[src/rtl/core/sirt_pkg.sv]
// Shared types and constants for the sorted interval reservation table.
// Holds the table entry layout, op and status codes, and inter-module structs.
// No dependencies.
package sirt_pkg;

	localparam int CAPACITY = 16;
	localparam int IDX_W    = (CAPACITY > 1) ? $clog2(CAPACITY) : 1;
	localparam int CNT_W    = $clog2(CAPACITY + 1);

	localparam int OP_W    = 2;
	localparam int TIME_W  = 13;
	localparam int ROOM_W  = 16;
	localparam int STAT_W  = 3;
	localparam int COUNT_W = 5;

	// 24 hours in hours * 256
	localparam logic [TIME_W-1:0] DAY_LIMIT = 13'd6144;

	localparam logic [OP_W-1:0] OP_INSERT = 2'd0;
	localparam logic [OP_W-1:0] OP_REMOVE = 2'd1;
	localparam logic [OP_W-1:0] OP_FIND   = 2'd2;

	localparam logic [STAT_W-1:0] ST_OK        = 3'd0;
	localparam logic [STAT_W-1:0] ST_NO_GAP    = 3'd1;
	localparam logic [STAT_W-1:0] ST_FULL      = 3'd2;
	localparam logic [STAT_W-1:0] ST_NOT_FOUND = 3'd3;
	localparam logic [STAT_W-1:0] ST_INVALID   = 3'd4;

	typedef struct packed {
		logic [TIME_W-1:0] beg;
		logic [TIME_W-1:0] fin;
		logic [ROOM_W-1:0] room;
	} entry_t;

	typedef struct packed {
		logic             we;
		logic [IDX_W-1:0] wr_addr;
		entry_t           wr_data;
		logic [IDX_W-1:0] rd_addr;
	} mem_req_t;

	typedef struct packed {
		logic eq;
		logic fits_before;
		logic clears_after;
	} cmp_t;

	typedef struct packed {
		logic               valid;
		logic [STAT_W-1:0]  status;
		logic [TIME_W-1:0]  f_end;
		logic [ROOM_W-1:0]  f_room;
		logic [COUNT_W-1:0] count;
	} res_t;

endpackage

[src/rtl/core/sirt_store.sv]
// Entry store: one write port and one registered read port.
// Depends on sirt_pkg.
module sirt_store
	import sirt_pkg::*;
(
	input  logic     clk,
	input  mem_req_t req,
	output entry_t   rd_data
);

	entry_t mem_q [CAPACITY];

	always_ff @(posedge clk) begin
		if (req.we) begin
			mem_q[req.wr_addr] <= req.wr_data;
		end
		rd_data <= mem_q[req.rd_addr];
	end

endmodule

[src/rtl/core/sirt_cmp.sv]
// Shared compare unit: tests one stored entry against the request key.
// Depends on sirt_pkg.
module sirt_cmp
	import sirt_pkg::*;
(
	input  entry_t            entry,
	input  logic [TIME_W-1:0] key_b,
	input  logic [TIME_W-1:0] key_e,
	output cmp_t              cmp
);

	always_comb begin
		cmp.eq           = (entry.beg == key_b);
		cmp.fits_before  = (key_e <= entry.beg);
		cmp.clears_after = (entry.fin <= key_b);
	end

endmodule

[src/rtl/core/sirt_seq.sv]
// Sequencer: scans the store through the compare unit, then shifts entries for an insert or remove.
// Depends on sirt_pkg; drives sirt_store and reads sirt_cmp.
module sirt_seq
	import sirt_pkg::*;
(
	input  logic              clk,
	input  logic              arst_n,
	input  logic              start,
	input  logic [OP_W-1:0]   op,
	input  logic [TIME_W-1:0] begin_time,
	input  logic [TIME_W-1:0] end_time,
	input  logic [ROOM_W-1:0] room_number,
	output logic              busy,
	output mem_req_t          req,
	input  entry_t            rd_data,
	output logic [TIME_W-1:0] key_b,
	output logic [TIME_W-1:0] key_e,
	input  cmp_t              cmp,
	output res_t              res
);

	typedef enum logic [3:0] {
		S_IDLE  = 4'b0001,
		S_SCAN  = 4'b0010,
		S_SHIFT = 4'b0100,
		S_PUT   = 4'b1000
	} state_t;

	state_t            state_q, state_d;
	logic [OP_W-1:0]   op_q, op_d;
	logic [TIME_W-1:0] b_q, b_d, e_q, e_d;
	logic [ROOM_W-1:0] r_q, r_d;
	logic [CNT_W-1:0]  n_q, n_d;
	logic [CNT_W-1:0]  rp_q, rp_d;
	logic [CNT_W-1:0]  src_q, src_d;
	logic [CNT_W-1:0]  pos_q, pos_d;
	logic              vld_q, vld_d;
	logic              after_q, after_d;

	logic              last;
	logic              ins_gap;
	logic              ins_back;
	logic [CNT_W-1:0]  place_pos;
	logic [CNT_W-1:0]  n_dec;
	logic [CNT_W-1:0]  n_inc;
	logic [CNT_W-1:0]  wr_up;
	logic [CNT_W-1:0]  wr_dn;
	logic              bad_ival;

	assign busy  = (state_q != S_IDLE);
	assign key_b = b_q;
	assign key_e = e_q;

	always_comb begin
		n_dec     = n_q - CNT_W'(1);
		n_inc     = n_q + CNT_W'(1);
		wr_up     = src_q + CNT_W'(1);
		wr_dn     = src_q - CNT_W'(1);
		last      = (src_q == n_dec);
		ins_gap   = ((src_q == '0) || after_q) && cmp.fits_before;
		ins_back  = last && cmp.clears_after;
		place_pos = ins_gap ? src_q : n_q;
		bad_ival  = (begin_time >= end_time) || (begin_time > DAY_LIMIT) ||
			(end_time > DAY_LIMIT);

		state_d = state_q;
		op_d    = op_q;
		b_d     = b_q;
		e_d     = e_q;
		r_d     = r_q;
		n_d     = n_q;
		rp_d    = rp_q;
		src_d   = src_q;
		pos_d   = pos_q;
		vld_d   = vld_q;
		after_d = after_q;

		req         = '0;
		req.rd_addr = rp_q[IDX_W-1:0];
		res         = '0;
		res.count   = COUNT_W'(n_q);

		case (state_q)
			S_IDLE: begin
				if (start) begin
					op_d  = op;
					b_d   = begin_time;
					e_d   = end_time;
					r_d   = room_number;
					rp_d  = '0;
					vld_d = 1'b0;
					if (op == OP_INSERT) begin
						if (bad_ival) begin
							res.valid  = 1'b1;
							res.status = ST_INVALID;
						end else if (n_q == '0) begin
							pos_d   = '0;
							state_d = S_PUT;
						end else begin
							state_d = S_SCAN;
						end
					end else if ((op == OP_REMOVE) || (op == OP_FIND)) begin
						if (n_q == '0) begin
							res.valid  = 1'b1;
							res.status = ST_NOT_FOUND;
						end else begin
							state_d = S_SCAN;
						end
					end else begin
						res.valid  = 1'b1;
						res.status = ST_INVALID;
					end
				end
			end
			S_SCAN: begin
				rp_d  = rp_q + CNT_W'(1);
				src_d = rp_q;
				vld_d = 1'b1;
				if (vld_q) begin
					if (op_q == OP_INSERT) begin
						after_d = cmp.clears_after;
						if (ins_gap || ins_back) begin
							if (n_q >= CNT_W'(CAPACITY)) begin
								res.valid  = 1'b1;
								res.status = ST_FULL;
								state_d    = S_IDLE;
							end else begin
								pos_d = place_pos;
								if (place_pos == n_q) begin
									state_d = S_PUT;
								end else begin
									// open a hole: copy upwards from the top entry
									state_d = S_SHIFT;
									rp_d    = n_dec;
									vld_d   = 1'b0;
								end
							end
						end else if (last) begin
							res.valid  = 1'b1;
							res.status = ST_NO_GAP;
							state_d    = S_IDLE;
						end
					end else begin
						if (cmp.eq) begin
							if (op_q == OP_FIND) begin
								res.valid  = 1'b1;
								res.status = ST_OK;
								res.f_end  = rd_data.fin;
								res.f_room = rd_data.room;
								state_d    = S_IDLE;
							end else if (last) begin
								n_d        = n_dec;
								res.valid  = 1'b1;
								res.status = ST_OK;
								res.count  = COUNT_W'(n_dec);
								state_d    = S_IDLE;
							end else begin
								// close the gap: copy downwards from the next entry
								state_d = S_SHIFT;
								rp_d    = wr_up;
								vld_d   = 1'b0;
							end
						end else if (last) begin
							res.valid  = 1'b1;
							res.status = ST_NOT_FOUND;
							state_d    = S_IDLE;
						end
					end
				end
			end
			S_SHIFT: begin
				src_d = rp_q;
				vld_d = 1'b1;
				if (op_q == OP_INSERT) begin
					rp_d = rp_q - CNT_W'(1);
				end else begin
					rp_d = rp_q + CNT_W'(1);
				end
				if (vld_q) begin
					req.we      = 1'b1;
					req.wr_data = rd_data;
					if (op_q == OP_INSERT) begin
						req.wr_addr = wr_up[IDX_W-1:0];
						if (src_q == pos_q) begin
							state_d = S_PUT;
						end
					end else begin
						req.wr_addr = wr_dn[IDX_W-1:0];
						if (last) begin
							n_d        = n_dec;
							res.valid  = 1'b1;
							res.status = ST_OK;
							res.count  = COUNT_W'(n_dec);
							state_d    = S_IDLE;
						end
					end
				end
			end
			S_PUT: begin
				req.we           = 1'b1;
				req.wr_addr      = pos_q[IDX_W-1:0];
				req.wr_data.beg  = b_q;
				req.wr_data.fin  = e_q;
				req.wr_data.room = r_q;
				n_d              = n_inc;
				res.valid        = 1'b1;
				res.status       = ST_OK;
				res.count        = COUNT_W'(n_inc);
				state_d          = S_IDLE;
			end
			default: begin
				state_d = S_IDLE;
			end
		endcase
	end

	always_ff @(posedge clk or negedge arst_n) begin
		if (!arst_n) begin
			state_q <= S_IDLE;
			n_q     <= '0;
			vld_q   <= 1'b0;
		end else begin
			state_q <= state_d;
			n_q     <= n_d;
			vld_q   <= vld_d;
		end
	end

	always_ff @(posedge clk) begin
		op_q    <= op_d;
		b_q     <= b_d;
		e_q     <= e_d;
		r_q     <= r_d;
		rp_q    <= rp_d;
		src_q   <= src_d;
		pos_q   <= pos_d;
		after_q <= after_d;
	end

endmodule

[src/rtl/core/sorted_interval_reservation_table.sv]
// Sorted interval reservation table, top level.
// Depends on sirt_pkg, sirt_store, sirt_cmp and sirt_seq.
//
// Usage:
//   Command channel: a word (op, begin_time, end_time, room_number) is taken
//   at a rising edge with start high and busy low. op 0 inserts an interval,
//   1 removes the first entry with a matching begin, 2 finds it.
//   Result channel: done is high for exactly one cycle with status,
//   found_end, found_room and entry_count valid; the receiver cannot stall,
//   so the word must be taken in that cycle.
//   Flow: a rejected command is answered without leaving idle, and an insert
//   into an empty table goes straight to the write of the new entry. Otherwise
//   the store is scanned one entry a cycle through its registered read port,
//   stopping at the first match or the first place that fits; a remove then
//   moves the entries above the match down, an insert moves the entries from
//   the top down to its place up and writes the new entry. done is registered
//   from the sequencer's result and, for a command that raised busy, rises as
//   busy falls.
//   Reset clears the entry count, the state and done; stored entries are
//   never used beyond the count, so the store needs no clearing pass.
module sorted_interval_reservation_table
	import sirt_pkg::*;
(
	input  logic               clk,
	input  logic               arst_n,
	input  logic               start,
	output logic               busy,
	input  logic [OP_W-1:0]    op,
	input  logic [TIME_W-1:0]  begin_time,
	input  logic [TIME_W-1:0]  end_time,
	input  logic [ROOM_W-1:0]  room_number,
	output logic               done,
	output logic [STAT_W-1:0]  status,
	output logic [TIME_W-1:0]  found_end,
	output logic [ROOM_W-1:0]  found_room,
	output logic [COUNT_W-1:0] entry_count
);

	mem_req_t          req;
	entry_t            rd_data;
	cmp_t              cmp;
	res_t              res;
	logic [TIME_W-1:0] key_b;
	logic [TIME_W-1:0] key_e;

	logic               done_q;
	logic [STAT_W-1:0]  status_q;
	logic [TIME_W-1:0]  found_end_q;
	logic [ROOM_W-1:0]  found_room_q;
	logic [COUNT_W-1:0] entry_count_q;

	sirt_seq u_seq (
		.clk         (clk),
		.arst_n      (arst_n),
		.start       (start),
		.op          (op),
		.begin_time  (begin_time),
		.end_time    (end_time),
		.room_number (room_number),
		.busy        (busy),
		.req         (req),
		.rd_data     (rd_data),
		.key_b       (key_b),
		.key_e       (key_e),
		.cmp         (cmp),
		.res         (res)
	);

	sirt_store u_store (
		.clk     (clk),
		.req     (req),
		.rd_data (rd_data)
	);

	sirt_cmp u_cmp (
		.entry (rd_data),
		.key_b (key_b),
		.key_e (key_e),
		.cmp   (cmp)
	);

	always_ff @(posedge clk or negedge arst_n) begin
		if (!arst_n) begin
			done_q <= 1'b0;
		end else begin
			done_q <= res.valid;
		end
	end

	// hold the result word until the next one
	always_ff @(posedge clk) begin
		if (res.valid) begin
			status_q      <= res.status;
			found_end_q   <= res.f_end;
			found_room_q  <= res.f_room;
			entry_count_q <= res.count;
		end
	end

	assign done        = done_q;
	assign status      = status_q;
	assign found_end   = found_end_q;
	assign found_room  = found_room_q;
	assign entry_count = entry_count_q;

endmodule

[config.mk]
export PLATFORM = sky130hd
export DESIGN_NAME = sorted_interval_reservation_table
export DESIGN_NICKNAME = d
export VERILOG_FILES = /design/src/rtl/core/sirt_pkg.sv /design/src/rtl/core/sirt_store.sv /design/src/rtl/core/sirt_cmp.sv /design/src/rtl/core/sirt_seq.sv /design/src/rtl/core/sorted_interval_reservation_table.sv
export SDC_FILE = /design/constraint.sdc
export NUM_CORES = 1
export LEC_CHECK = 0
export BUFFER_PORTS_ARGS = -buffer_cell sky130_fd_sc_hd__buf_4
export CAP_MARGIN = 20
export CORE_UTILIZATION = 60
export CTS_CLUSTER_DIAMETER = 30
export DETAILED_ROUTE_END_ITERATION = 12
export GPL_TIMING_DRIVEN = 0
export PLACE_DENSITY = 0.77
export SYNTH_ARGS = -nofsm -noshare
export SYNTH_HDL_FRONTEND = slang
export SYNTH_HIERARCHICAL = 1
export SYNTH_SLANG_ARGS = --single-unit
[constraint.sdc]
create_clock -name clk -period 16.3 [get_ports clk]
set_clock_uncertainty 0.2 [all_clocks]
set_input_delay 4.075 -clock clk [delete_from_list [all_inputs] [get_ports clk]]
set_output_delay 4.075 -clock clk [all_outputs]
set_load 0.02 [all_outputs]
After elaboration in Yosys (flattened, before gate mapping)
Memories as Yosys holds them, arrays and structs flattened. A register that Yosys moved wholly into a read port is not among the register bits.
Cells that the tools add are included.
Widths: inputs -> output; s select.
- register bits after elaboration: 108
- RAM bits: 672
- input port bits: 47
- word-level logic and storage cells: 166
- memories: 1
- memories (memory ; depth ; width ; read ports ; clocked after memory_dff ; wr ports ; line ; RTL):
    u_store.mem_q ; 16 ; 42 ; 1 ; 1 ; 1 ; sirt_store.sv:11 ; entry_t mem_q [CAPACITY];
- $add $sub $neg: 6
- magnitude comparators: 6
- eq/ne operators: 27
- multiplexer cells: 84
- bitwise gates (word level): 4
- reduce and logical (&&, ||, !) cells: 22
- operator list (operator ; number):
    $mux 5 ; 26
    $mux 4 ; 32
    $pmux 47 s2 ; 1
    $mux 34 ; 2
    $mux 47 ; 1
    $pmux 5 s3 ; 3
    $mux 38 ; 1
    $mux 29 ; 1
    $gt 13x13->1 const B ; 2
    $le 13x13->1 ; 2
    $pmux 4 s4 ; 1
    $add 5x1->5 const B ; 3
    $eq 5x5->1 ; 3
    $eq 13x13->1 ; 1
    $ge 13x13->1 ; 1
    $ne 2x1->1 const B ; 6
    $pmux 4 s3 ; 1
    $mux 1 ; 11
    $logic_not 5->1 ; 2
    $ne 2x2->1 const B ; 5
    $pmux 5 s2 ; 1
    $sub 5x1->5 const B ; 2
    $reduce_and 9->1 ; 1
    $reduce_and 7->1 ; 1
    25 further kinds ; 39

Logic depth before layout (Yosys ltp)
- word-level depth: 11
- gate-level depth with buffers: 12
- depth with buffers taken out: 11

Hierarchy
The synthesis kept the hierarchy.
- by module, submodules not included (module ; times used ; cells each ; area an instance (µm²)):
    sirt_store ; 1 ; 1092 ; 26056.2
    sirt_seq ; 1 ; 548 ; 5310.1
    sorted_interval_reservation_table ; 1 ; 38 ; 1136.1
    sirt_cmp ; 1 ; 109 ; 797.0

Worst setup path before layout
OpenSTA, ideal clock, no wires.
- path kind: input -> register
- from: input start
- to: register entry_count_q[0] (netlist: entry_count[0]), enable pin
- library setup time: 491 ps
- arrival time: 6435 ps
- required time: 15609 ps
- setup slack: 9174 ps
- stages: 4
- path buffers: 0
- cells stage by stage: nand2_1 inv_1 o221ai_1 o311ai_1
- RTL lines (element ; line ; RTL):
    from (decl) ; sorted_interval_reservation_table.sv:26 ; input logic start,
    to (signal assigned) ; sorted_interval_reservation_table.sv:96 ; entry_count_q <= res.count;
    to (decl) ; sorted_interval_reservation_table.sv:50 ; logic [COUNT_W-1:0] entry_count_q;

Final worst setup path
- from: register u_seq.state_q[0]
- to: output busy
- longest elaborated chain between the ends: 1
- RTL lines (element ; line ; RTL):
    from (decl) ; sirt_seq.sv:29 ; state_t state_q, state_d;
    from (signal assigned) ; sirt_seq.sv:223 ; state_q <= state_d;
    $ne 4x1->1 ; sirt_seq.sv:50 ; assign busy = (state_q != S_IDLE);
    to (decl) ; sorted_interval_reservation_table.sv:27 ; output logic busy,
Every way passes these cells.

==> key figures <==
Drt
  • Drt first-iter violations: about 2700
  • Vias: about 20000
  • WL/cell: 32.5 um
  • DRT antenna net count: 0
  • Vias per cell: just under 7
  • Drt first pass iters: 6
  • WL final: about 95000 um
  • DR DRC count: 0

Worst setup path
  • Arrival time at the worst endpoint: roughly 2.3 ns
  • Largest stage delay, worst path: between 0.6 and 0.7 ns
  • WP data required: ~12 ns
  • CP max-delay cell: nor4b_2
  • Crit Path Class: flop to output pin
  • Critical path, cell by cell: buf_6 > nor4b_2 > inv_1 > buf_4
  • Crit path launch: u_seq/state_q[0]
  • Reg2reg start: u_seq/state_q[2]
  • Worst-path fanout max: 10
  • Critical path endpoint category: output pin
  • Startpoint types: flop

GRT
  • GRT Residual Overflow: 0
  • Vias in the first global route: 20206
  • GRT Total Usage: about a third
  • Largest net degree at the start of global routing: 35
  • First-pass GRT wire length: between 100000 and 150000 um
  • Initial antenna violation count: 2

Yosys
  • Synth warn: 6
  • Synth Area per Inst: 18.6 um2
  • Number of flops mapped to enable cells by yosys: between 700 and 800
  • Prevailing post-synth register cell: edfxtp_1
  • Ys async rst share: ~1.3%
  • Post-Synthesis Cells: approximately 1800
  • Yosys reg bits: roughly 800
  • Synth top area share: a little over two thirds
  • Largest area contributor in the netlist: edfxtp_1
  • Post-synth cell types: 79
  • Synth area leaders: edfxtp_1, mux4_2, dfxtp_1
  • Netlist Area Pre-Place: ~33000 um2
  • Register area share after synthesis: 72.7%
  • Post-Syn Nets: about 1900

Power and ir drop
  • Pwr Density: ~170 nW/um2
  • Worst vdd ir: about 0.14 mV
  • Total Power: 6.75 mW
  • Leak pwr: about 16 nW

Floorplan
  • FP Rows: 85
  • Die height: around 240 um
  • Core area: 54300 um2
  • Die area: roughly 56000 um2
  • DIE WIDTH: ~240 um
  • Initial cell density of the core: 61.3%
  • IO Pins: 86

STA
  • Unrepaired setup endpoints after global routing: no
  • Fin crit share: 40.6%
  • Final Hold Fails: 0
  • Fmax: about 150 MHz
  • Slew headroom: approximately 25%
  • Final setup vio count: 0
  • Max-slew violation count: 0
  • Sum Neg Setup Slack: 0 ns
  • Hold_ws: 0.356 ns
  • Min Tclk post-route: between 6 and 7 ns
  • Slew @ Worst Pin: roughly 1.1 ns

Status
  • Status: finished, final reports clean

Cells and area
  • Nets: around 2200
  • Share of cells above drive strength 1: around 28%
  • Area delta synth->final: 21.8%
  • FILL cells: 2928
  • Area of the multi-input gates: 8410 um2
  • Seq. cell area: about 24000 um2
  • Post-layout util: between 70% and 80%

CTS
  • CTS buffer count: 138
  • Clock buffer depth: 3
  • CTS HTree Levels: 4
  • Clock tree from TritonCTS: yes
  • CTS clk-pin slew, worst paths: 0.05 ns
  • Worst-Skew Late Latency: 0.74 ns
  • Cts repair resizes: 0
  • # clock sinks: 822
  • Number of setup buffers added after CTS: 0
  • Hold bufs inserted after CTS: 0
  • CTS root buf: clkbuf_16

Flow run
  • Max-Cap Viols: 0

Min path
  • Hold Startpoint: u_store/rd_data[3]
  • HP Class: flop to flop

Placed design
  • Post-detail-place hpwl: approximately 57000 um
  • Port Buffer Count: between 80 and 90
  • GP Congestion: 0.957
## where the power goes
group	internal, mW	switching [mW]	leakage (nW)
Combinational	0.485	0.840	4.26
Sequential	2.41	0.105	9.11
Clock	1.88	1.02	2.25
## state kept, by name, indices dropped and copies added (netlist names), 13 cells and up
| register | flops |
|---|---|
| u_store/mem_q | 672 |
| u_store/rd_data | 42 |
| found_room | 16 |
| u_seq/r_q | 16 |
| found_end | 13 |
| u_seq/key_b | 13 |
| u_seq/key_e | 13 |
## synthesized netlist by cell type, drive strengths merged (6+ instances only)
master / instances
edfxtp: 769
mux4: 168
a22oi: 88
nand2: 82
inv: 60
buf: 54
clkbuf: 49
ha: 49
nor2: 45
a22o: 42
dfxtp: 42
a21oi: 32
and2: 32
o21ai: 25
nand3: 23
xnor2: 23
nor3: 21
xor2: 21
nand4: 12
a31oi: 11
dfrtp: 10
mux2i: 10
nand2b: 7
nor4: 7
a211oi: 6
o22ai: 6
o31ai: 6
## through the flow
stage / setup slack, ns / instances / cell area, um2
finish: 9.68 / 2919 / 40600
floorplan: 9.17 / 1787 / 33300
CTS: 9.64 / 2915 / 40500
detailed placement: 9.24 / 2661 / 35800
global route: 9.58 / 2918 / 40600
global placement: 5.26 / 2611 / 34900
## worst max-delay path, delay by kind of cell (launching register included)
| family | cells | cell delay, ns |
|---|---|---|
| buffers and inverters | 3 | 0.43 |
| DFF | 1 | 0.52 |
| and+or+nand+nor | 1 | 0.68 |
## kinds of logic (layout without fill, tap and decap cells)
family                   after synthesis  count (layout)  synth area share, %
AO/OA/AOI/OAI                        269             269                 6.00
XOR/XNOR                              46              46                 1.35
adder cells (fa/ha/maj)               49              49                 1.84
buffers and inverters                163             555                 2.41
flip-flops                           822             822                 72.7
multiplexers                         178             178                 11.7
other                                  0               1                    0
AND/OR/NAND/NOR                      260             260                 4.02
## final timing paths
check / end / slack [ns] / depth (start not counted)
worst min-delay path: found_room[3] / 0.36 / 1
worst min register to register: found_room[3] / 0.36 / 1
worst max register to register: u_store/mem_q[0][33] / 10.58 / 13
worst max-delay path: busy / 9.68 / 4
min in group asynchronous: u_seq/state_q[3] / 3.00 / 1
max in group asynchronous: u_seq/state_q[0] / 12.67 / 1
## cell usage in the layout (no fill, tap or decap), types with 42 or more instances in the layout
| cell | synthesis | final |
|---|---|---|
| inv_1 | 60 | 59 |
| ha_1 | 49 | 49 |
| a22oi_1 | 88 | 88 |
| mux4_2 | 168 | 168 |
| clkbuf_1 | 46 | 66 |
| nand2_1 | 82 | 82 |
| clkbuf_16 | 0 | 144 |
| dfxtp_1 | 42 | 42 |
| edfxtp_1 | 769 | 769 |
| a22o_1 | 42 | 42 |
| buf_4 | 12 | 98 |
## metal layers
metal	global-route usage (%)	wire length [um]	vias to the layer above
li1	-	-	7874
met1	44.4	33600	10094
met2	54.6	45800	1545
met3	9.39	10600	309
met4	17.4	4660	2
met5	0	14	-
## cell type report
class,instances,area share [%]
repair buffers,138,3.76
diodes,1,0.00617
multi-input cells,802,20.7
plain buffers,103,1.42
inverters,60,0.555
clock inverters,80,2.15
well taps,739,2.28
clock buffers,174,9.41
flip-flops and latches,822,59.7
Power figures use the tool's default switching activity.
